File: src/wfdm_pkg.sv
// Shared types, constants and helpers for the wall-follow drive mode controller.
package wfdm_pkg;

	localparam int SampleWidth = 16;
	localparam int SpeedWidth  = 16;
	localparam int ModeWidth   = 3;
	localparam int CfgWidth    = 16;
	localparam int CfgIdxWidth = 3;
	localparam int InDataWidth = 80;
	localparam int OutDataWidth = 40;
	localparam int UserWidth   = 2;

	localparam logic signed [SpeedWidth-1:0] SmoothSpeedQ88 = 16'sd2560;

	localparam logic [ModeWidth-1:0] MODE_NULL     = 3'd0;
	localparam logic [ModeWidth-1:0] MODE_DRIVE    = 3'd1;
	localparam logic [ModeWidth-1:0] MODE_FOLLOW_L = 3'd2;
	localparam logic [ModeWidth-1:0] MODE_FOLLOW_R = 3'd3;
	localparam logic [ModeWidth-1:0] MODE_TURN     = 3'd4;

	localparam logic [CfgIdxWidth-1:0] REG_FRONT_TH  = 3'd0;
	localparam logic [CfgIdxWidth-1:0] REG_LEFT_TH   = 3'd1;
	localparam logic [CfgIdxWidth-1:0] REG_RIGHT_TH  = 3'd2;
	localparam logic [CfgIdxWidth-1:0] REG_STRAIGHT  = 3'd3;
	localparam logic [CfgIdxWidth-1:0] REG_TURNING   = 3'd4;
	localparam logic [CfgIdxWidth-1:0] REG_BASE      = 3'd5;
	localparam logic [CfgIdxWidth-1:0] REG_TIMEOUT   = 3'd6;

	typedef struct packed {
		logic                         smooth_enabled;
		logic                         motors_enabled;
		logic [ModeWidth-1:0]         drive_mode;
		logic signed [SpeedWidth-1:0] motor_right_drive;
		logic signed [SpeedWidth-1:0] motor_left_drive;
	} result_t;

	function automatic logic signed [SpeedWidth-1:0] sat_speed(
		input logic signed [SpeedWidth:0] v
	);
		logic signed [SpeedWidth-1:0] r;
		if (v[SpeedWidth] != v[SpeedWidth-1]) begin
			r = v[SpeedWidth] ? {1'b1, {(SpeedWidth-1){1'b0}}}
			                  : {1'b0, {(SpeedWidth-1){1'b1}}};
		end else begin
			r = v[SpeedWidth-1:0];
		end
		return r;
	endfunction

endpackage

File: src/wfdm_out_buf.sv
// Two-entry result buffer: output register plus skid stage.
module wfdm_out_buf
	import wfdm_pkg::*;
(
	input  logic    clk,
	input  logic    arst_n,
	input  logic    in_valid,
	output logic    in_ready,
	input  result_t in_data,
	output logic    out_valid,
	input  logic    out_ready,
	output result_t out_data
);

	logic    main_valid_q;
	logic    skid_valid_q;
	result_t main_data_q;
	result_t skid_data_q;
	logic    take;
	logic    push;

	assign in_ready  = !skid_valid_q;
	assign out_valid = main_valid_q;
	assign out_data  = main_data_q;
	assign take      = main_valid_q && out_ready;
	assign push      = in_valid && !skid_valid_q;

	always_ff @(posedge clk or negedge arst_n) begin
		if (!arst_n) begin
			main_valid_q <= 1'b0;
			skid_valid_q <= 1'b0;
		end else if (skid_valid_q) begin
			if (take) begin
				skid_valid_q <= 1'b0;
			end
		end else if (push) begin
			if (main_valid_q && !take) begin
				skid_valid_q <= 1'b1;
			end else begin
				main_valid_q <= 1'b1;
			end
		end else if (take) begin
			main_valid_q <= 1'b0;
		end
	end

	always_ff @(posedge clk) begin
		if (skid_valid_q) begin
			if (take) begin
				main_data_q <= skid_data_q;
			end
		end else if (push) begin
			if (main_valid_q && !take) begin
				skid_data_q <= in_data;
			end else begin
				main_data_q <= in_data;
			end
		end
	end

	a_skid_needs_main: assert property (@(posedge clk) disable iff (!arst_n)
		skid_valid_q |-> main_valid_q)
		else $error("skid entry held without output entry");

	a_push_shows: assert property (@(posedge clk) disable iff (!arst_n)
		push |=> main_valid_q)
		else $error("accepted result not presented");

	a_stall_fills_skid: assert property (@(posedge clk) disable iff (!arst_n)
		(push && main_valid_q && !out_ready) |=> !in_ready)
		else $error("stalled push did not land in skid stage");

endmodule

File: src/wall_follow_drive_mode_controller.sv
// Top level: button edges, mode transitions and motor drive formation.
// Each accepted transaction is one control period; its result is registered into the output
// buffer and shown on the master side, and a new transaction can be accepted every cycle unless
// both buffer entries are full. The whole period (edges, mode transition, drive sums and
// saturation) is one pass of compares and 17-bit adds into the result register; a two-entry
// output buffer lets the slave side keep accepting while one result waits, and tready drops only
// when both entries are full. The configuration port takes writes at any cycle with no wait.
module wall_follow_drive_mode_controller
	import wfdm_pkg::*;
(
	input  logic                    clk,
	input  logic                    arst_n,
	input  logic                    s_tvalid,
	output logic                    s_tready,
	// sample_front[15:0], sample_left[31:16], sample_right[47:32],
	// steer_left[63:48], steer_right[79:64]
	input  logic [InDataWidth-1:0]  s_tdata,
	// power_button[0], light_button[1]
	input  logic [UserWidth-1:0]    s_tuser,
	output logic                    m_tvalid,
	input  logic                    m_tready,
	// motor_left_drive[15:0], motor_right_drive[31:16], drive_mode[34:32], zero[39:35]
	output logic [OutDataWidth-1:0] m_tdata,
	// motors_enabled[0], smooth_enabled[1]
	output logic [UserWidth-1:0]    m_tuser,
	input  logic                    cfg_we,
	input  logic [CfgIdxWidth-1:0]  cfg_index,
	input  logic [CfgWidth-1:0]     cfg_data
);

	logic [SampleWidth-1:0]       front_th_q, left_th_q, right_th_q;
	logic signed [SpeedWidth-1:0] straight_q, turning_q, base_q;
	logic [CfgWidth-1:0]          timeout_q;

	logic [ModeWidth-1:0] mode_q;
	logic [15:0]          wall_cnt_q;
	logic                 motors_q, smooth_q, latch_q, power_prev_q, light_prev_q;

	logic [SampleWidth-1:0]       smp_f, smp_l, smp_r;
	logic signed [SpeedWidth-1:0] stl, str;
	logic                         pb, lb, accept;
	logic                         motors_n, smooth_rise, smooth_n, latch_n;
	logic                         front, lw, rw, clear, to_fl, to_fr, follow;
	logic [ModeWidth-1:0]         mode_n;
	logic [15:0]                  cnt_base, cnt_n;
	logic signed [SpeedWidth-1:0] base_eff, ml, mr;
	logic signed [SpeedWidth:0]   base_x, stl_x, str_x, ml_x, mr_x;
	result_t                      res;
	result_t                      out_res;
	logic                         buf_ready;

	assign smp_f  = s_tdata[15:0];
	assign smp_l  = s_tdata[31:16];
	assign smp_r  = s_tdata[47:32];
	assign stl    = s_tdata[63:48];
	assign str    = s_tdata[79:64];
	assign pb     = s_tuser[0];
	assign lb     = s_tuser[1];
	assign accept = s_tvalid && buf_ready;
	assign s_tready = buf_ready;

	assign motors_n    = motors_q ^ (pb & ~power_prev_q);
	assign smooth_rise = lb & ~light_prev_q;
	assign smooth_n    = smooth_q ^ smooth_rise;
	assign latch_n     = latch_q | (smooth_rise & smooth_n);

	assign front  = (smp_f > front_th_q) && (!smooth_n || ((smp_f > smp_l) && (smp_f > smp_r)));
	assign lw     = smp_l > left_th_q;
	assign rw     = smp_r > right_th_q;
	assign clear  = !front && !lw && !rw;
	assign to_fl  = !front && lw && (smp_l > smp_r);
	assign to_fr  = !front && rw && (smp_r >= smp_l);
	assign follow = (mode_q == MODE_FOLLOW_L) || (mode_q == MODE_FOLLOW_R);

	always_comb begin
		mode_n = mode_q;
		unique case (mode_q)
			MODE_DRIVE: begin
				if (to_fl) mode_n = MODE_FOLLOW_L;
				else if (front) mode_n = MODE_TURN;
				else if (to_fr) mode_n = MODE_FOLLOW_R;
			end
			MODE_TURN: begin
				if (clear) mode_n = MODE_DRIVE;
				else if (to_fl) mode_n = MODE_FOLLOW_L;
				else if (to_fr) mode_n = MODE_FOLLOW_R;
			end
			MODE_FOLLOW_L, MODE_FOLLOW_R: begin
				if (clear) begin
					if (wall_cnt_q >= timeout_q) mode_n = MODE_DRIVE;
				end else if (front) begin
					mode_n = MODE_TURN;
				end
			end
			default: mode_n = MODE_DRIVE;
		endcase
	end

	assign cnt_base = (follow && !clear) ? 16'd0 : wall_cnt_q;
	assign cnt_n    = (cnt_base == 16'hFFFF) ? cnt_base : cnt_base + 16'd1;

	assign base_eff = latch_n ? SmoothSpeedQ88 : base_q;
	assign base_x   = {base_eff[SpeedWidth-1], base_eff};
	assign stl_x    = {stl[SpeedWidth-1], stl};
	assign str_x    = {str[SpeedWidth-1], str};

	always_comb begin
		ml_x = '0;
		mr_x = '0;
		case (mode_n)
			MODE_DRIVE: begin
				ml_x = {straight_q[SpeedWidth-1], straight_q};
				mr_x = {straight_q[SpeedWidth-1], straight_q};
			end
			MODE_FOLLOW_L: begin
				ml_x = base_x - stl_x;
				mr_x = base_x + stl_x;
			end
			MODE_FOLLOW_R: begin
				ml_x = base_x + str_x;
				mr_x = base_x - str_x;
			end
			MODE_TURN: begin
				if (smp_l > smp_r) ml_x = {turning_q[SpeedWidth-1], turning_q};
				else mr_x = {turning_q[SpeedWidth-1], turning_q};
			end
			default: begin
				ml_x = '0;
				mr_x = '0;
			end
		endcase
	end

	assign ml = sat_speed(ml_x);
	assign mr = sat_speed(mr_x);

	assign res.smooth_enabled    = smooth_n;
	assign res.motors_enabled    = motors_n;
	assign res.drive_mode        = mode_n;
	assign res.motor_right_drive = mr;
	assign res.motor_left_drive  = ml;

	always_ff @(posedge clk or negedge arst_n) begin
		if (!arst_n) begin
			mode_q       <= MODE_NULL;
			wall_cnt_q   <= '0;
			motors_q     <= 1'b0;
			smooth_q     <= 1'b0;
			latch_q      <= 1'b0;
			power_prev_q <= 1'b0;
			light_prev_q <= 1'b0;
		end else begin
			if (accept) begin
				mode_q       <= mode_n;
				wall_cnt_q   <= cnt_n;
				motors_q     <= motors_n;
				smooth_q     <= smooth_n;
				power_prev_q <= pb;
				light_prev_q <= lb;
			end
			if (cfg_we && (cfg_index == REG_BASE)) begin
				latch_q <= 1'b0;
			end else if (accept) begin
				latch_q <= latch_n;
			end
		end
	end

	always_ff @(posedge clk or negedge arst_n) begin
		if (!arst_n) begin
			front_th_q <= 16'd1024;
			left_th_q  <= 16'd1024;
			right_th_q <= 16'd1024;
			straight_q <= '0;
			turning_q  <= '0;
			base_q     <= '0;
			timeout_q  <= 16'd300;
		end else if (cfg_we) begin
			unique case (cfg_index)
				REG_FRONT_TH: front_th_q <= cfg_data;
				REG_LEFT_TH:  left_th_q  <= cfg_data;
				REG_RIGHT_TH: right_th_q <= cfg_data;
				REG_STRAIGHT: straight_q <= cfg_data;
				REG_TURNING:  turning_q  <= cfg_data;
				REG_BASE:     base_q     <= cfg_data;
				REG_TIMEOUT:  timeout_q  <= cfg_data;
				default: ;
			endcase
		end
	end

	wfdm_out_buf u_out_buf (
		.clk       (clk),
		.arst_n    (arst_n),
		.in_valid  (s_tvalid),
		.in_ready  (buf_ready),
		.in_data   (res),
		.out_valid (m_tvalid),
		.out_ready (m_tready),
		.out_data  (out_res)
	);

	assign m_tdata = {5'b0, out_res.drive_mode, out_res.motor_right_drive,
	                  out_res.motor_left_drive};
	assign m_tuser = {out_res.smooth_enabled, out_res.motors_enabled};

	a_null_to_drive: assert property (@(posedge clk) disable iff (!arst_n)
		(accept && (mode_q == MODE_NULL)) |=> (mode_q == MODE_DRIVE))
		else $error("null mode did not advance to drive");

	a_wall_clears_count: assert property (@(posedge clk) disable iff (!arst_n)
		(accept && follow && !clear) |=> (wall_cnt_q == 16'd1))
		else $error("visible wall in follow mode did not restart count");

	a_turn_one_motor: assert property (@(posedge clk) disable iff (!arst_n)
		(m_tvalid && (m_tdata[34:32] == MODE_TURN)) |->
		((m_tdata[15:0] == 16'd0) || (m_tdata[31:16] == 16'd0)))
		else $error("turn mode drives both motors");

endmodule
File: config.mk
export PLATFORM = sky130hd
export DESIGN_NAME = wall_follow_drive_mode_controller
export DESIGN_NICKNAME = d
export VERILOG_FILES = /design/src/wfdm_pkg.sv /design/src/wfdm_out_buf.sv /design/src/wall_follow_drive_mode_controller.sv
export SDC_FILE = /design/constraint.sdc
export NUM_CORES = 1
export LEC_CHECK = 0
export BUFFER_PORTS_ARGS = -buffer_cell sky130_fd_sc_hd__buf_2
export CORE_ASPECT_RATIO = 0.7
export CORE_UTILIZATION = 35
export DETAILED_ROUTE_END_ITERATION = 12
export PLACE_DENSITY = 0.51
export SYNTH_ARGS = -nofsm -noshare
export SYNTH_HDL_FRONTEND = slang
export SYNTH_SLANG_ARGS = --single-unit
File: constraint.sdc
create_clock -name clk -period 7.3 [get_ports clk]
set_input_delay 1.46 -clock clk [delete_from_list [all_inputs] [get_ports clk]]
set_output_delay 1.46 -clock clk [all_outputs]
set_load 0.05 [all_outputs]
Yosys cells after proc, flatten, opt, wreduce, memory -nomap -nowiden:

Cells that the tools add are included.

* memory bits (writable): 0
* logic and storage cells: 138
* register bits after elaboration: 212
* output and inout bits: 44
* memory bits (read-only): 0
* bits in latches: 0
* bits of input ports: 106
* memories kept: 0

* $mul: 0
* reductions and logical operators: 37
* divide/modulo/power cells: 0
* order comparisons: 8
* shifts and indexed selects: 0
* equality and inequality tests: 20
* multiplexer cells: 33
* bitwise logic cells: 9
* $add $sub $neg: 5

Operators with widths (count)
* $mux 37: 4
* $pmux 17 s4: 2
* $mux 16: 7
* $gt 16x16->1: 6
* $add 16x16->17: 2
* $mux 17: 2
* $sub 16x16->17: 2
* $ge 16x16->1: 2
* $mux 3: 8
* $eq 3x2->1 const B: 6
* $add 16x1->16 const B: 1
* $eq 16x16->1 const B: 1
* $eq 3x3->1 const B: 5
* $reduce_and 2->1: 7
* $logic_and 1x1->1: 13
* $eq 3x1->1 const B: 3
* $mux 1: 9
* $pmux 3 s3: 1
* $reduce_and 3->1: 3
* $logic_not 1->1: 7
* $reduce_bool 2->1: 3
* $ne 2x2->1 const B: 2
* $and 1x1->1: 3
* $logic_not 3->1: 1
* 7 further kinds: 12

Logic depth before layout (Yosys ltp):

* depth in word-level cells: 20
* gate-level depth with buffers: 34
* mapped depth without buffers: 32

Hierarchy:

Synthesis repeated with hierarchy kept, for this count alone.

* cells, all modules: 1414
* area total of the unflattened synthesis: 14238.7 um^2

Modules (own cells, without submodules)
* wall_follow_drive_mode_controller: cells each 1286, times used 1, area an instance 11272.1 um^2, sequential area each 3412.0 um^2
* wfdm_out_buf: cells each 128, times used 1, area an instance 2966.6 um^2, sequential area each 2272.2 um^2

Worst setup path before layout:

Ideal clock, no wire load.

* path type: input port to flip-flop
* from: input s_tdata[47]
* to: register u_out_buf.main_data_q, in the netlist u_out_buf.out_data[20], data pin
* data required time: 7.131 ns
* slack: -1.173 ns
* cell stages on the path: 33
* arrival time: 8.304 ns
* path buffers: 3
* setup time: 0.169 ns
* path through: ha_1 nand3_1 or4_1 o2bb2ai_1 a31oi_1 nand2_1 mux2i_1 a2bb2oi_1 nand2_1 inv_2 nand2_1 buf_2 mux2_2 ha_1 inv_1 fa_1 nor2b_1 nor3_1 o31ai_1 a21o_1 a2111o_1 a311oi_2 nor3_1 o221a_2 a311oi_1 nand2_1 nand2b_1 ha_1 clkbuf_1 nor2b_1 clkbuf_1 a22oi_1 o31ai_1

* word-level cells in the longest chain between the ends: 18
* elaborated cells on any way between the ends: 35
* classes of those cells: 4 x order compare; 5 x eq/ne; 15 x mux; 11 x reduce/logical

Ends and longest elaborated chain
* start: declaration: RTL line wall_follow_drive_mode_controller.sv:17 `input logic [InDataWidth-1:0] s_tdata,`
* $gt 16x16->1: RTL line wall_follow_drive_mode_controller.sv:67 `assign front = (smp_f > front_th_q) && (!smooth_n || ((smp_f > smp_l) && (smp_f > smp_r)));`
* $logic_and 1x1->1: RTL line wall_follow_drive_mode_controller.sv:67
* $logic_or 1x1->1: RTL line wall_follow_drive_mode_controller.sv:67
* $logic_and 1x1->1: RTL line wall_follow_drive_mode_controller.sv:67
* $logic_not 1->1: RTL line wall_follow_drive_mode_controller.sv:70, wall_follow_drive_mode_controller.sv:71, wall_follow_drive_mode_controller.sv:72
* $logic_and 1x1->1 (2 in a row): RTL line wall_follow_drive_mode_controller.sv:72 `assign to_fr = !front && rw && (smp_r >= smp_l);`
* $mux 3: RTL line wall_follow_drive_mode_controller.sv:81, wall_follow_drive_mode_controller.sv:86
* $mux 3 (on tied branches): RTL line wall_follow_drive_mode_controller.sv:85, wall_follow_drive_mode_controller.sv:80
* [2 not listed]
* named net mode_n[0]: RTL line wall_follow_drive_mode_controller.sv:44 `logic [ModeWidth-1:0] mode_n;`
* $eq 3x3->1 (tied with other cells): RTL line wall_follow_drive_mode_controller.sv:110 `case (mode_n)`
* $pmux 17 s4 *: RTL line wall_follow_drive_mode_controller.sv:110
* $mux 16 / $ne 1x1->1 (equally long branches): RTL line wfdm_pkg.sv:42, wfdm_pkg.sv:41
* $mux 16 *: RTL line wfdm_pkg.sv:41 `if (v[SpeedWidth] != v[SpeedWidth-1]) begin`
* $mux 37 *: RTL line wfdm_out_buf.sv:53 `if (main_valid_q && !take) begin`
* $mux 37 *: RTL line wfdm_out_buf.sv:52 `end else if (push) begin`
* $mux 37 *: RTL line wfdm_out_buf.sv:48 `if (skid_valid_q) begin`
* end signal: assignment: RTL line wfdm_out_buf.sv:50 `main_data_q <= skid_data_q;`
* end signal: assignment: RTL line wfdm_out_buf.sv:56 `main_data_q <= in_data;`
* end: declaration: RTL line wfdm_out_buf.sv:17 `result_t main_data_q;`

The timed path passes the listed nets; every way through them passes the cells marked *. The select of a mux whose other input is x is not followed.
A chain may end at the register's enable or synchronous reset.

Worst setup path in the final report:

* from: input s_tdata[33]
* to: register u_out_buf.main_data_q, in the netlist u_out_buf.out_data[17], data pin

* word-level cells in the longest chain between the ends: 18
* elaborated cells on any way between the ends: 35
* classes of those cells: 4 x order compare; 5 x eq/ne; 15 x mux; 11 x reduce/logical

Ends and longest elaborated chain
* $gt 16x16->1: RTL line wall_follow_drive_mode_controller.sv:67
* $logic_and 1x1->1: RTL line wall_follow_drive_mode_controller.sv:67
* $logic_or 1x1->1: RTL line wall_follow_drive_mode_controller.sv:67
* $logic_and 1x1->1: RTL line wall_follow_drive_mode_controller.sv:67
* $logic_not 1->1: RTL line wall_follow_drive_mode_controller.sv:70, wall_follow_drive_mode_controller.sv:71, wall_follow_drive_mode_controller.sv:72
* $logic_and 1x1->1 (2 in a row): RTL line wall_follow_drive_mode_controller.sv:72
* $mux 3: RTL line wall_follow_drive_mode_controller.sv:81, wall_follow_drive_mode_controller.sv:86
* $mux 3 (on tied branches): RTL line wall_follow_drive_mode_controller.sv:85, wall_follow_drive_mode_controller.sv:80
* $mux 3 (on tied branches): RTL line wall_follow_drive_mode_controller.sv:84, wall_follow_drive_mode_controller.sv:79
* $pmux 3 s3: RTL line wall_follow_drive_mode_controller.sv:77 `unique case (mode_q)`
* $eq 3x3->1 (tied with other cells): RTL line wall_follow_drive_mode_controller.sv:110
* $pmux 17 s4 *: RTL line wall_follow_drive_mode_controller.sv:110
* $mux 16 / $ne 1x1->1 (equally long branches): RTL line wfdm_pkg.sv:42, wfdm_pkg.sv:41
* $mux 16 *: RTL line wfdm_pkg.sv:41
* $mux 37 *: RTL line wfdm_out_buf.sv:53
* $mux 37 *: RTL line wfdm_out_buf.sv:52
* $mux 37 *: RTL line wfdm_out_buf.sv:48

Mark *: on every way between the ends. The rest lies on a longest branch, timed or not. The select of a mux whose other input is x is not followed.

==> out/metrics.cfg <==
[run_status]
run_status=complete, but fails checks
violations=negative setup slack

[pwr]
internal_power_uw=5820
power_share_of_the_clock_group_pct=12.3
power.share.sequential_pct=19.6
total_leakage_power_uw=0.00867
p_sw_uw=5010
total_power_uw=10800
power.density_mw_per_mm2=567
ir_worst_vdd_uv=313
p_comb_share_pct=68.1
sw_frac_of_total_pct=46.3

[sta]
setup_slack_ps=-343
slew_headroom_pct=13.6
finalClockSkew_ps=14.1
worstMarginPinSlew_ps=1290
setup_violations=38
min_period_ps=7640
max_freq_ghz=0.131
finalCritPeriodShare_pct=105
drv_slew=0
timing_hold_violations_final=0
grt_setup_unrepaired=true
totalNegativeSetupSlack_ps=-7080

[clocking]
clk_transition_reported_paths_ps=60
tritoncts=done
hold_buffers=0
ctsHtreeMaxLevel=1
clk_latency_ps=550
tritoncts.num_buffers=26
cts_buffer_depth=3
cts.sinks=212
clock_tree.root_cell=sky130_fd_sc_hd__clkbuf_16

[worst_hold_path]
hold_path_class=reg2reg

[yosys]
dominant_combinational_cell_family_by_area_after_synthesis=compound AO/OA/AOI/OAI gates
yosys-top-cells-area=sky130_fd_sc_hd__dfrtp_1 22%, sky130_fd_sc_hd__edfxtp_1 15%, sky130_fd_sc_hd__ha_1 13%
average_instance_area_after_synthesis_sq_um=9.28
synth_edf_count=74
seq_area_frac_synth_pct=38.9
complex_gate_fraction_of_the_synthesized_area_pct=18.7
synth_flop_cell=sky130_fd_sc_hd__dfrtp_1
ys.warnings.count=0
synth.mux.area_fraction_pct=5.16
synth_cells=1573
synthXorXnorAreaFrac_pct=2.94
post-synth-top-area-fraction_pct=22.5
synthAdderAreaFrac_pct=13.2
postSynthRegisterBits=212
post_synth_most_frequent_cells=234 x sky130_fd_sc_hd__nand2_1, 151 x sky130_fd_sc_hd__ha_1, 133 x sky130_fd_sc_hd__inv_1
yosysMostFrequentCell=sky130_fd_sc_hd__nand2_1
post-synth-top-area-cell=sky130_fd_sc_hd__dfrtp_1
yosys.cell_types.count=80
yosys.area_share.simple_pct=15.3
synth_area_sq_mm=0.0146
async_set_reset_flop_share_out_of_synthesis_pct=65.1

[global_route]
remaining_overflow_grt=0
vias_in_the_first_global_route=12000
grt_start_max_net_pins=73
antenna_found_initial=4
grt_pass1_wl_um=73400
grt_overall_usage_pct=22.7

[floorplanning]
floorplan.die.height_um=173
die-width_um=246
floorplan_die_area_sq_mm=0.0425
floorplan.initialDensity_pct=35.6
core_region_area_sq_mm=0.0410
cell_row_count=62
number_of_ports_placed_on_the_die_boundary=150

[final_layout]
layout.nets=2131
final_area_sq_mm=0.0191
fillerInstances=3896
syn_to_final_growth_pct=30.7
post_route_cells_drive_above_1_share_pct=31.2
sequential_cell_area_sq_mm=0.00569
multiInputGateArea_sq_mm=0.00899

[drt]
dr_total_vias=12900
drcViolationCount=0
detail_route.wirelength_um=49200
detail_route.vias_per_cell=5.30
drtPass1Iterations=5
postRouteAntennaNets=0
wl_per_cell_um=20.2
iteration_0_drc_markers=1080

[critical_path]
cp-start-kind=primary input
timing_worst_setup_path_type=in2reg
timing.critical_path.arrival_ps=7920
crit_fanout=6
timing.critical_path.buf_inv=7
critPathMostFrequentCell=sky130_fd_sc_hd__ha_4
slowest_stage=sky130_fd_sc_hd__a2111o_1
endpoint_kind=flip-flop
worst_path_dominant_cell_family=compound AO/OA/AOI/OAI gates
cpPeakStageDelay_ps=510
required_ps=7570

[placement]
placement.cell_area_sq_mm=0.0172
dp_hpwl_um=36300
placement.io_buffers=144
gp_congestion=0.925

[job]
max_cap_violations=0

-- routing by layer --
metal / track usage, % / part of all wire [%] / vias up
met5: 0 / 0 / -
met4: 3.83 / 1.6 / 0
met3: 4.24 / 6.8 / 46
met2: 30.5 / 39 / 348
met1: 37.0 / 52 / 6280
li1: - / - / 6252
-- power by group through the flow --
stage | Combinational (uW) | Clock, uW | Sequential, uW
6_report | 7370 | 1330 | 2130
3_3_place_gp | 6380 | 0 | 2140
4_1_cts | 6840 | 1360 | 2120
3_5_place_dp | 6480 | 0 | 2140
2_1_floorplan | 3990 | 0 | 2500
5_1_grt | 8020 | 1410 | 2160
-- registers in the layout, indices dropped and copies added (netlist names), 3 cells and up --
signal and cells:
u_out_buf.skid_data_q 37, mode_q 3, left_th_q 16, u_out_buf.out_data 37
base_q 16, timeout_q 16, wall_cnt_q 16, front_th_q 16
right_th_q 16, straight_q 16, turning_q 16
-- through the flow --
step / worst slack (ps) / util (%) / instances / hold slack [ps]
5_1_grt: -545 / 46.5 / 2437 / 496
2_1_floorplan: -600 / - / 1577 / 437
3_5_place_dp: -1040 / 42.0 / 2364 / 455
4_1_cts: -116 / 45.0 / 2423 / 469
6_report: -343 / 46.5 / 2437 / 468
3_3_place_gp: -1010 / 42.0 / 2364 / 450
-- cell type report --
type | instances | area share (%)
Sequential cell | 212 | 29.8
Tap cell | 544 | 3.57
Inverter | 138 | 2.83
Timing Repair Buffer | 336 | 12.1
Clock inverter | 19 | 1.04
Clock buffer | 29 | 3.57
Multi-Input combinational cell | 1158 | 47.1
Antenna cell | 1 | 0.0131
-- worst reg2reg max path: cells and delay by family, from the launching register on --
| family | cells | cell delay, ps |
|---|---|---|
| mux | 1 | 230 |
| fa+ha+maj | 4 | 1070 |
| flops | 1 | 520 |
| compound gates | 15 | 3700 |
| simple gates | 8 | 1160 |
| buf+inv | 5 | 390 |
-- timing repair --
item	4_1_cts	5_1_grt
hold endpoints to repair	0	0
buffers inserted	11	12
cloned	0	1
resized for setup	58	89
pin swaps	46	66
setup endpoints to repair	61	62
-- final timing paths --
kind,from,endpoint,slack [ps],cells after the start
min reg2reg,base_q[6]$_DFFE_PN0P_,base_q[6]$_DFFE_PN0P_,470,2
min,base_q[6]$_DFFE_PN0P_,base_q[6]$_DFFE_PN0P_,470,2
min in group asynchronous,arst_n,right_th_q[12]$_DFFE_PN0P_,920,1
max in group asynchronous,arst_n,u_out_buf.skid_valid_q$_DFF_PN0_,4880,2
max,s_tdata[33],u_out_buf.out_data[17]$_DFFE_PP_,-340,35
max reg2reg,timeout_q[5]$_DFFE_PN1P_,u_out_buf.out_data[17]$_DFFE_PP_,-30,33
-- cell families (layout without fill, tap and decap cells) --
group                      after synthesis  count (layout)
AOI/OAI and AO/OA                      405             405
buffers and inverters                  207             522
and+or+nand+nor                        479             479
DFF                                    212             212
xor gates and xnor gates                49              49
other                                    1               6
muxes                                   67              67
adders and majority gates              153             153
-- placed cells by master (no fill, tap or decap), types with 20 or more instances in the layout --
cell type / count
sky130_fd_sc_hd__a21o_1: 26
sky130_fd_sc_hd__dfrtp_1: 130
sky130_fd_sc_hd__ha_4: 26
sky130_fd_sc_hd__mux2_2: 64
sky130_fd_sc_hd__o21ai_0: 105
sky130_fd_sc_hd__clkbuf_16: 27
sky130_fd_sc_hd__nor3_1: 23
sky130_fd_sc_hd__buf_2: 137
sky130_fd_sc_hd__o21ai_1: 29
sky130_fd_sc_hd__xnor2_1: 33
sky130_fd_sc_hd__inv_1: 123
sky130_fd_sc_hd__o31ai_1: 28
sky130_fd_sc_hd__a21oi_1: 51
sky130_fd_sc_hd__nand2_1: 229
sky130_fd_sc_hd__nand3_1: 40
sky130_fd_sc_hd__ha_1: 123
sky130_fd_sc_hd__buf_4: 179
sky130_fd_sc_hd__a22oi_1: 25
sky130_fd_sc_hd__edfxtp_1: 74
sky130_fd_sc_hd__nor2_1: 53
sky130_fd_sc_hd__a221o_1: 20
No activity file was read; power rests on OpenSTA's default activity.
